File: src/rtl/core/i2crm_pkg.sv
// ----------------------------------------------------------------------------
// i2crm_pkg
// Shared types and constants of the I2C 16-bit register master: beat
// payloads, bus phases, configuration register indexes and reset values.
// ----------------------------------------------------------------------------
package i2crm_pkg;

    // Operation codes carried by an input beat
    localparam logic [1:0] OP_TICK  = 2'd0;
    localparam logic [1:0] OP_WRITE = 2'd1;
    localparam logic [1:0] OP_READ  = 2'd2;

    // Configuration register indexes
    localparam int unsigned CFG_IDX_W = 1;
    localparam logic [CFG_IDX_W-1:0] CFG_DEV_ADDR = 1'd0;
    localparam logic [CFG_IDX_W-1:0] CFG_TICKS    = 1'd1;
    localparam int unsigned CFG_DATA_W = 8;

    localparam logic [6:0] DEV_ADDR_RESET = 7'd46;
    localparam logic [7:0] TICKS_RESET    = 8'd1;

    typedef struct packed {
        logic [1:0]  operation;
        logic [7:0]  reg_address;
        logic [15:0] write_value;
        logic        sda_in;
    } i2crm_in_t;

    typedef struct packed {
        logic        scl_level;
        logic        sda_level;
        logic        sda_drive;
        logic        busy_res;
        logic        done_res;
        logic [15:0] read_value;
        logic        request_dropped;
    } i2crm_out_t;

    typedef enum logic [4:0] {
        PH_IDLE, PH_S0, PH_S1, PH_S2, PH_S3,
        PH_B0, PH_B1, PH_B2,
        PH_A0, PH_A1, PH_A2, PH_A3,
        PH_R0, PH_R1,
        PH_Q0, PH_Q1, PH_Q2, PH_Q3,
        PH_P0, PH_P1, PH_P2, PH_P3
    } phase_t;

    typedef enum logic [1:0] {
        EL_START, EL_WBYTE, EL_RBYTE, EL_STOP
    } elem_t;

    // Phase lengths in microsecond units
    typedef enum logic [1:0] {
        UNITS_1, UNITS_2, UNITS_6
    } units_t;

    typedef struct packed {
        phase_t      phase;
        logic [10:0] delay_count;
        logic [3:0]  bit_index;
        logic [2:0]  byte_index;
        logic [7:0]  shift_byte;
        logic        is_read;
        logic [7:0]  latched_register;
        logic [15:0] latched_value;
        logic [15:0] captured_value;
        logic        scl;
        logic        sda;
        logic        sda_drive;
    } eng_state_t;

endpackage

File: src/rtl/core/i2c_register_master_unit.sv
// ----------------------------------------------------------------------------
// i2c_register_master_unit
// I2C master for 16-bit register writes and reads, advanced one tick beat at
// a time; every input beat yields exactly one result beat.
// ----------------------------------------------------------------------------
//
//  channel  | ports                              | carries
//  ---------+------------------------------------+-------------------------------
//  s_       | s_valid / s_ready / s_data         | tick: operation, register,
//           |                                    | write value, sampled SDA
//  m_       | m_valid / m_ready / m_data         | pin levels, busy, done,
//           |                                    | read value, dropped request
//  cfg_     | cfg_wr_en / cfg_index / cfg_wdata  | device address, ticks per us
//
//  One beat per cycle sustained while m_ready keeps the result register
//  draining; a beat passes through the input register, then the result register.
//  The sequencer step between the two registers is a single pass of phase
//  logic, so the bus phase counter decides nothing about throughput.
//  Reset (aresetn low, synchronous) empties both registers, returns the
//  sequencer to idle with all pins low/released, and loads address 46 and
//  one tick per microsecond.
//  A stalled m_ready holds the result and, once the input register is full,
//  holds s_ready low; nothing is dropped or repeated.
// ----------------------------------------------------------------------------
module i2c_register_master_unit (
    input  logic                                  aclk,
    input  logic                                  aresetn,
    input  logic                                  s_valid,
    output logic                                  s_ready,
    input  i2crm_pkg::i2crm_in_t                  s_data,
    output logic                                  m_valid,
    input  logic                                  m_ready,
    output i2crm_pkg::i2crm_out_t                 m_data,
    input  logic                                  cfg_wr_en,
    input  logic [i2crm_pkg::CFG_IDX_W-1:0]       cfg_index,
    input  logic [i2crm_pkg::CFG_DATA_W-1:0]      cfg_wdata
);
    import i2crm_pkg::*;

    logic [6:0] dev_addr_q_reg;
    logic [7:0] ticks_reg;
    logic       item_valid;
    i2crm_in_t  item;
    logic       space;
    logic       take;
    i2crm_out_t result;

    // Configuration: plain register writes, no read-back
    always_ff @(posedge aclk) begin
        if (!aresetn) begin
            dev_addr_q_reg <= DEV_ADDR_RESET;
            ticks_reg      <= TICKS_RESET;
        end else if (cfg_wr_en) begin
            case (cfg_index)
                CFG_DEV_ADDR: dev_addr_q_reg <= cfg_wdata[6:0];
                CFG_TICKS:    ticks_reg      <= cfg_wdata;
                default:      ticks_reg      <= ticks_reg;
            endcase
        end
    end

    // Advance the sequencer only when the result register can take the beat
    assign take = item_valid && space;

    i2crm_in_stage u_in_stage (
        .aclk       (aclk),
        .aresetn    (aresetn),
        .s_valid    (s_valid),
        .s_ready    (s_ready),
        .s_data     (s_data),
        .take       (take),
        .item_valid (item_valid),
        .item       (item)
    );

    i2crm_engine u_engine (
        .aclk         (aclk),
        .aresetn      (aresetn),
        .take         (take),
        .item         (item),
        .dev_addr     (dev_addr_q_reg),
        .ticks_per_us (ticks_reg),
        .result       (result)
    );

    i2crm_out_stage u_out_stage (
        .aclk    (aclk),
        .aresetn (aresetn),
        .load    (take),
        .data    (result),
        .space   (space),
        .m_valid (m_valid),
        .m_ready (m_ready),
        .m_data  (m_data)
    );

endmodule

File: src/rtl/core/i2crm_in_stage.sv
// ----------------------------------------------------------------------------
// i2crm_in_stage
// Input register: holds one tick beat until the engine consumes it.
// ----------------------------------------------------------------------------
module i2crm_in_stage (
    input  logic                 aclk,
    input  logic                 aresetn,
    input  logic                 s_valid,
    output logic                 s_ready,
    input  i2crm_pkg::i2crm_in_t s_data,
    input  logic                 take,
    output logic                 item_valid,
    output i2crm_pkg::i2crm_in_t item
);
    import i2crm_pkg::*;

    logic      valid_reg;
    logic      valid_next;
    i2crm_in_t item_reg;

    // Refill in the same cycle the held beat leaves
    assign s_ready    = !valid_reg || take;
    assign valid_next = (s_valid && s_ready) || (valid_reg && !take);

    always_ff @(posedge aclk) begin
        if (!aresetn) begin
            valid_reg <= 1'b0;
        end else begin
            valid_reg <= valid_next;
        end
    end

    always_ff @(posedge aclk) begin
        if (s_valid && s_ready) begin
            item_reg <= s_data;
        end
    end

    assign item_valid = valid_reg;
    assign item       = item_reg;

endmodule

File: src/rtl/core/i2crm_engine.sv
// ----------------------------------------------------------------------------
// i2crm_engine
// Bus sequencer: state registers plus one tick of phase logic per beat.
// ----------------------------------------------------------------------------
module i2crm_engine (
    input  logic                  aclk,
    input  logic                  aresetn,
    input  logic                  take,
    input  i2crm_pkg::i2crm_in_t  item,
    input  logic [6:0]            dev_addr,
    input  logic [7:0]            ticks_per_us,
    output i2crm_pkg::i2crm_out_t result
);
    import i2crm_pkg::*;

    // Byte slots within a transaction plan
    localparam logic [2:0] SLOT_ADDR   = 3'd1;
    localparam logic [2:0] SLOT_REG    = 3'd2;
    localparam logic [2:0] SLOT_HIGH   = 3'd3;
    localparam logic [2:0] SLOT_RADDR  = 3'd4;
    localparam logic [2:0] SLOT_RDHIGH = 3'd5;
    localparam logic [2:0] SLOT_RDLOW  = 3'd6;

    eng_state_t state_reg;
    eng_state_t state_next;

    function automatic logic [10:0] phase_ticks(input units_t u, input logic [7:0] tpu);
        logic [7:0] t;
        logic [10:0] n;
        t = (tpu == 8'd0) ? 8'd1 : tpu;
        case (u)
            UNITS_1: n = {3'b000, t};
            UNITS_2: n = {2'b00, t, 1'b0};
            UNITS_6: n = {1'b0, t, 2'b00} + {2'b00, t, 1'b0};
            default: n = {3'b000, t};
        endcase
        return n;
    endfunction

    function automatic elem_t plan_kind(input logic rd, input logic [2:0] idx);
        elem_t k;
        if (rd) begin
            case (idx)
                3'd0:    k = EL_START;
                3'd1:    k = EL_WBYTE;
                3'd2:    k = EL_WBYTE;
                3'd3:    k = EL_START;
                3'd4:    k = EL_WBYTE;
                3'd5:    k = EL_RBYTE;
                3'd6:    k = EL_RBYTE;
                default: k = EL_STOP;
            endcase
        end else begin
            case (idx)
                3'd0:    k = EL_START;
                3'd1:    k = EL_WBYTE;
                3'd2:    k = EL_WBYTE;
                3'd3:    k = EL_WBYTE;
                3'd4:    k = EL_WBYTE;
                default: k = EL_STOP;
            endcase
        end
        return k;
    endfunction

    function automatic eng_state_t begin_element(input eng_state_t s_in,
                                                 input logic [6:0] dev,
                                                 input logic [7:0] tpu);
        eng_state_t s;
        logic [7:0] addr;
        s    = s_in;
        addr = {dev, 1'b0};
        case (plan_kind(s.is_read, s.byte_index))
            EL_START: begin
                s.sda_drive   = 1'b1;
                s.sda         = 1'b1;
                s.phase       = PH_S0;
                s.delay_count = phase_ticks(UNITS_2, tpu);
            end
            EL_WBYTE: begin
                if (s.byte_index == SLOT_ADDR) begin
                    s.shift_byte = addr;
                end else if (s.byte_index == SLOT_REG) begin
                    s.shift_byte = s.latched_register;
                end else if (s.byte_index == SLOT_RADDR && s.is_read) begin
                    s.shift_byte = addr | 8'd1;
                end else if (s.byte_index == SLOT_HIGH) begin
                    s.shift_byte = s.latched_value[15:8];
                end else begin
                    s.shift_byte = s.latched_value[7:0];
                end
                s.bit_index   = 4'd0;
                s.sda_drive   = 1'b1;
                s.scl         = 1'b0;
                s.phase       = PH_B0;
                s.delay_count = phase_ticks(UNITS_1, tpu);
            end
            EL_RBYTE: begin
                s.shift_byte  = 8'd0;
                s.bit_index   = 4'd0;
                s.sda_drive   = 1'b0;
                s.scl         = 1'b0;
                s.phase       = PH_R0;
                s.delay_count = phase_ticks(UNITS_2, tpu);
            end
            default: begin
                s.sda_drive   = 1'b1;
                s.scl         = 1'b0;
                s.phase       = PH_P0;
                s.delay_count = phase_ticks(UNITS_2, tpu);
            end
        endcase
        return s;
    endfunction

    // Leave the phase that just ran out and set up the following one
    function automatic eng_state_t advance(input eng_state_t s_in, input logic sda_bit,
                                           input logic [6:0] dev, input logic [7:0] tpu);
        eng_state_t s;
        s = s_in;
        case (s.phase)
            PH_S0: begin s.scl = 1'b1; s.phase = PH_S1; s.delay_count = phase_ticks(UNITS_2, tpu); end
            PH_S1: begin s.sda = 1'b0; s.phase = PH_S2; s.delay_count = phase_ticks(UNITS_2, tpu); end
            PH_S2: begin s.scl = 1'b0; s.phase = PH_S3; s.delay_count = phase_ticks(UNITS_6, tpu); end
            PH_B0: begin
                s.sda         = s.shift_byte[7];
                s.shift_byte  = {s.shift_byte[6:0], 1'b0};
                s.phase       = PH_B1;
                s.delay_count = phase_ticks(UNITS_1, tpu);
            end
            PH_B1: begin s.scl = 1'b1; s.phase = PH_B2; s.delay_count = phase_ticks(UNITS_2, tpu); end
            PH_B2: begin
                s.bit_index = s.bit_index + 4'd1;
                s.scl       = 1'b0;
                if (s.bit_index < 4'd8) begin
                    s.phase       = PH_B0;
                    s.delay_count = phase_ticks(UNITS_1, tpu);
                end else begin
                    s.sda_drive   = 1'b0;
                    s.phase       = PH_A0;
                    s.delay_count = phase_ticks(UNITS_2, tpu);
                end
            end
            PH_A0: begin s.scl = 1'b1; s.phase = PH_A1; s.delay_count = phase_ticks(UNITS_2, tpu); end
            PH_A1: begin s.scl = 1'b0; s.phase = PH_A2; s.delay_count = phase_ticks(UNITS_1, tpu); end
            PH_A2: begin
                s.sda         = 1'b1;
                s.sda_drive   = 1'b1;
                s.phase       = PH_A3;
                s.delay_count = phase_ticks(UNITS_6, tpu);
            end
            PH_R0: begin s.scl = 1'b1; s.phase = PH_R1; s.delay_count = phase_ticks(UNITS_2, tpu); end
            PH_R1: begin
                s.shift_byte = {s.shift_byte[6:0], sda_bit};
                s.bit_index  = s.bit_index + 4'd1;
                s.scl        = 1'b0;
                if (s.bit_index < 4'd8) begin
                    s.phase       = PH_R0;
                    s.delay_count = phase_ticks(UNITS_2, tpu);
                end else begin
                    if (s.byte_index == SLOT_RDHIGH) begin
                        s.latched_value = {s.shift_byte, 8'd0};
                    end else begin
                        s.latched_value[7:0] = s.shift_byte;
                    end
                    s.sda         = 1'b0;
                    s.sda_drive   = 1'b1;
                    s.phase       = PH_Q0;
                    s.delay_count = phase_ticks(UNITS_2, tpu);
                end
            end
            PH_Q0: begin
                // NACK after the low byte, ACK after the high byte
                s.sda         = (s.byte_index == SLOT_RDLOW);
                s.phase       = PH_Q1;
                s.delay_count = phase_ticks(UNITS_2, tpu);
            end
            PH_Q1: begin s.scl = 1'b1; s.phase = PH_Q2; s.delay_count = phase_ticks(UNITS_2, tpu); end
            PH_Q2: begin s.scl = 1'b0; s.phase = PH_Q3; s.delay_count = phase_ticks(UNITS_2, tpu); end
            PH_P0: begin s.sda = 1'b0; s.phase = PH_P1; s.delay_count = phase_ticks(UNITS_2, tpu); end
            PH_P1: begin s.scl = 1'b1; s.phase = PH_P2; s.delay_count = phase_ticks(UNITS_2, tpu); end
            PH_P2: begin s.sda = 1'b1; s.phase = PH_P3; s.delay_count = phase_ticks(UNITS_2, tpu); end
            PH_P3: begin
                if (s.is_read) begin
                    s.captured_value = s.latched_value;
                end
                s.phase       = PH_IDLE;
                s.delay_count = 11'd0;
            end
            PH_S3, PH_A3, PH_Q3: begin
                s.byte_index = s.byte_index + 3'd1;
                s = begin_element(s, dev, tpu);
            end
            default: begin
                s.phase       = PH_IDLE;
                s.delay_count = 11'd0;
            end
        endcase
        return s;
    endfunction

    always_comb begin
        logic req;
        eng_state_t s;
        req    = (item.operation == OP_WRITE) || (item.operation == OP_READ);
        s      = state_reg;
        result = '0;

        if (state_reg.phase == PH_IDLE) begin
            if (req) begin
                s.is_read          = (item.operation == OP_READ);
                s.latched_register = item.reg_address;
                s.latched_value    = s.is_read ? 16'd0 : item.write_value;
                s.byte_index       = 3'd0;
                s = begin_element(s, dev_addr, ticks_per_us);
            end
        end else begin
            result.request_dropped = req;
        end

        result.scl_level = s.scl;
        result.sda_level = s.sda;
        result.sda_drive = s.sda_drive;

        if (s.phase != PH_IDLE) begin
            result.busy_res = 1'b1;
            if (s.delay_count > 11'd1) begin
                s.delay_count = s.delay_count - 11'd1;
            end else begin
                result.done_res = (s.phase == PH_P3);
                s = advance(s, item.sda_in, dev_addr, ticks_per_us);
            end
        end

        result.read_value = s.captured_value;
        state_next        = s;
    end

    // All-zero state is idle with pins low and released
    always_ff @(posedge aclk) begin
        if (!aresetn) begin
            state_reg <= '0;
        end else if (take) begin
            state_reg <= state_next;
        end
    end

endmodule

File: src/rtl/core/i2crm_out_stage.sv
// ----------------------------------------------------------------------------
// i2crm_out_stage
// Result register: holds one result beat until the sink takes it.
// ----------------------------------------------------------------------------
module i2crm_out_stage (
    input  logic                  aclk,
    input  logic                  aresetn,
    input  logic                  load,
    input  i2crm_pkg::i2crm_out_t data,
    output logic                  space,
    output logic                  m_valid,
    input  logic                  m_ready,
    output i2crm_pkg::i2crm_out_t m_data
);
    import i2crm_pkg::*;

    logic       valid_reg;
    logic       valid_next;
    i2crm_out_t data_reg;

    assign space      = !valid_reg || m_ready;
    assign valid_next = load || (valid_reg && !m_ready);

    always_ff @(posedge aclk) begin
        if (!aresetn) begin
            valid_reg <= 1'b0;
        end else begin
            valid_reg <= valid_next;
        end
    end

    always_ff @(posedge aclk) begin
        if (load) begin
            data_reg <= data;
        end
    end

    assign m_valid = valid_reg;
    assign m_data  = data_reg;

endmodule

File: config.mk
export PLATFORM = sky130hd
export DESIGN_NAME = i2c_register_master_unit
export DESIGN_NICKNAME = d
export VERILOG_FILES = /design/src/rtl/core/i2crm_pkg.sv /design/src/rtl/core/i2c_register_master_unit.sv /design/src/rtl/core/i2crm_in_stage.sv /design/src/rtl/core/i2crm_engine.sv /design/src/rtl/core/i2crm_out_stage.sv
export SDC_FILE = /design/constraint.sdc
export NUM_CORES = 1
export LEC_CHECK = 0
export BUFFER_PORTS_ARGS = -buffer_cell sky130_fd_sc_hd__buf_2
export CAP_MARGIN = 25
export CORE_MARGIN = 2
export CORE_UTILIZATION = 55
export CTS_CLUSTER_SIZE = 10
export DETAILED_ROUTE_END_ITERATION = 6
export PLACE_DENSITY = 0.88
export SLEW_MARGIN = 20
export SYNTH_ARGS = -nofsm -noshare
export SYNTH_HDL_FRONTEND = slang
export SYNTH_SLANG_ARGS = --single-unit
export TNS_END_PERCENT = 20
File: constraint.sdc
create_clock -name aclk -period 4.1 [get_ports aclk]
set_clock_uncertainty 0.05 [all_clocks]
set_input_delay 0.82 -clock aclk [delete_from_list [all_inputs] [get_ports aclk]]
set_output_delay 0.82 -clock aclk [all_outputs]
set_load 0.02 [all_outputs]
==> impl_metrics.csv <==
group,metric,value,unit
run_status,status,"completed",
timing,hold_viol_final,0,
min_path,hold_depth,2,
timing,relSlewSlack,0.311,
synthesis,synth_most_common_cell,"nand2_1",
worst_setup_path,cp_cell_sequence,"inv_1, ha_1, or3_1, nor2_8, buf_4, mux2i_1, a2bb2oi_2, nor2_1, buf_4, a311oi_1, o31a_1",
clock_tree,cts_num_sinks,141,
die,die_x,125,microns
cells_and_area,diodes,0,
synthesis,yosysTopAreaCell,"dfxtp_1",
worst_setup_path,r2r-end,"u_engine.state_reg[53]",
routing,detailedRoute.firstIterationViolations,1236,
clock_tree,h-tree-depth,4,
clock_tree,root_buffer,"clkbuf_16",
min_path,hold_path.class,"flop to flop",
routing,vias,7804,
routing,drc,0,
synthesis,synth_top_area_frac,0.229,
run,maxCapViolCount,0,
timing,rsz0062_at_grt,"no",
die,fp.dieArea,15600,sq um
worst_setup_path,reg2reg_depth,11,
synthesis,ys_seq_elements,141,
place,hpwl,15.8,mm
synthesis,ys_warn_count,0,
power_and_ir_drop,power.density,382,nW/um^2
place,portBuffers,64,
worst_setup_path,required,4420,ps
synthesis,synth_flop_cell,"dfxtp_1",
grt,grt_pass1_wl,37.0,mm
timing,tightest_slew,1030,ps
routing,vias_per_cell,6.43,
clock_tree,cts_made_buffers,17,
die,start_util,0.558,
die,coreArea,14400,sq um
power_and_ir_drop,leakage,3.36,nW
worst_setup_path,r2r_start,"u_in_stage.item[25]",
min_path,hold_end,"u_engine.state_reg[18]",
worst_setup_path,worstSetupEndpointType,"flop",
synthesis,ys_top_cells_by_area,"dfxtp_1 (23%), edfxtp_1 (18%), nand2_1 (5.6%)",
timing,min_period,3800,ps
cells_and_area,syn_to_final_growth,13.6,%
clock_tree,cts_tree,"built",
worst_setup_path,cp-start-kind,"flop",
cells_and_area,final_nets,1078,
worst_setup_path,cpPeakStageDelay,540,ps
routing,wl_per_cell,18.8,microns
grt,grt_pass1_vias,7243,
clock_tree,clk_pin_slew,60,ps
place,placed_area,8620,sq um
cells_and_area,stdcell_area,9150,sq um
grt,antenna_found_initial,0,
grt,grt_max_degree,64,
min_path,worstHoldStart,"u_engine.state_reg[18]",
routing,routed_wl,22.8,mm
die,row_count,44,
die,io_pins,65,
worst_setup_path,cpMostUsedCell,"buf_4",
synthesis,synth_enable_flop_cells,49,
timing,setup-tns-final,0,ps
synthesis,synth.distinct_cells,84,
cells_and_area,nFillCells,1196,
clock_tree,clk_latency,430,ps
place,gp_congestion,0.995,
worst_setup_path,critical_path_class,"flop to flop",
cells_and_area,drive_gt1_frac,0.146,
worst_setup_path,rrSetupSlack,300,ps
grt,grt_use_total,0.291,
synthesis,seq_area_frac_synth,0.411,
synthesis,async_reset_ff_frac,0,
synthesis,netlist_area,8050,sq um
cells_and_area,largest_register_ffs,75,
timing,fin_crit_sh,0.926,
synthesis,synth_cells,963,
power_and_ir_drop,ir_drop,0.000343,V
routing,antenna_left,0,
synthesis,synth_commonest_cells,"nand2_1 (121), dfxtp_1 (92), a21oi_1 (84)",
timing,max_freq,0.263,GHz
synthesis,syn-num-nets,1024,
clock_tree,clock_tree.buffer_depth,2,
worst_setup_path,crit_fanout,36,
timing,drv_slew,0,
worst_setup_path,critPathSlowestCell,"or3_1",
die,die_height,125,microns
worst_setup_path,crit_arrival,4110,ps
synthesis,syn_avg_cell_area,8.36,sq um
routing,dr.pass1.iters,6,
grt,grt_overflow,0,
timing,setup_viol,0,
layout make-up:
| cell class | count | area, sq um | area share |
|---|---|---|---|
| Clock inverter | 14 | 95.1 | 0.0104 |
| Sequential cell | 141 | 3310 | 0.362 |
| Timing Repair Buffer | 97 | 568 | 0.0621 |
| Inverter | 37 | 139 | 0.0152 |
| Multi-Input combinational cell | 723 | 4380 | 0.478 |
| Tap cell | 184 | 230 | 0.0252 |
| Clock buffer | 18 | 429 | 0.0469 |
cell families after synthesis:
family / count (synthesis) / share of synthesized area
AND/OR/NAND/NOR: 373 / 0.232
flip-flops: 141 / 0.411
XOR/XNOR: 10 / 0.0109
buffers and inverters: 99 / 0.0477
multiplexers: 24 / 0.0318
AO/OA/AOI/OAI: 296 / 0.234
adder cells (fa/ha/maj): 20 / 0.0320
critical path, delay by kind of cell, from the launching register on:
kind / cells / cell delay, ps
buffers and inverters: 3 / 720
muxes: 1 / 330
AOI/OAI and AO/OA: 3 / 1020
DFF: 1 / 330
adders and majority gates: 1 / 360
and+or+nand+nor: 3 / 930
routing by layer:
layer  GRT usage  vias to the layer above  share of wire
met5           0                        -              0
met4       0.118                        0          0.033
met3      0.0685                       77          0.099
met2       0.458                      480           0.46
met1       0.389                     3606           0.41
li1            -                     3641              -
timing repair:
action,in CTS,in global routing
setup endpoints to repair,0,8
setup buffers,0,0
hold buffers,0,0
resized for setup,0,3
worst max-delay path by stage:
stage / slack, ps / start / end / cells after the start
floorplan: 170 / u_in_stage.item[26] / u_engine.state_reg[65] / 15
global placement: 480 / ticks_reg[6] / u_engine.state_reg[0] / 15
detailed placement: 370 / u_in_stage.item[25] / u_engine.state_reg[0] / 13
CTS: 370 / u_in_stage.item[25] / u_engine.state_reg[0] / 13
global route: 30 / ticks_reg[7] / u_engine.state_reg[20] / 16
finish: 300 / u_in_stage.item[25] / u_engine.state_reg[53] / 11
metrics by stage:
stage	cells	power [mW]	hold slack, ps	util	setup slack, ps
2_1_floorplan	963	1.95	358	-	174
3_3_place_gp	1182	2.10	376	0.597	482
3_5_place_dp	1182	2.11	386	0.597	370
4_1_cts	1214	3.48	395	0.634	372
5_1_grt	1214	3.61	412	0.635	31.2
6_report	1214	3.49	395	0.635	304
placed cells by master, fill, tap and decap left out, drive strengths merged, types with 7 or more instances in the layout:
cell type  instances
o22ai             14
nor3              21
a211oi            12
clkbuf            18
ha                19
or3                7
o21ai             77
a21o              12
nor2b             16
nand2            122
nor2              69
nand3b            10
a31oi             12
o211ai            13
nor3b             11
nor4              13
nand3             65
a21oi             85
mux2              13
dfxtp             92
mux2i             11
edfxtp            49
nand2b            15
buf               97
inv               41
where the power goes:
part | total (mW) | leakage, nW | switching, mW | internal, mW
clock network | 1.38 | 0.250 | 0.613 | 0.771
registers | 1.55 | 1.21 | 0.0383 | 1.51
logic | 0.561 | 1.91 | 0.376 | 0.186
total | 3.49 | 3.36 | 1.03 | 2.47
Note: power is estimated with default switching activity, not from simulation.
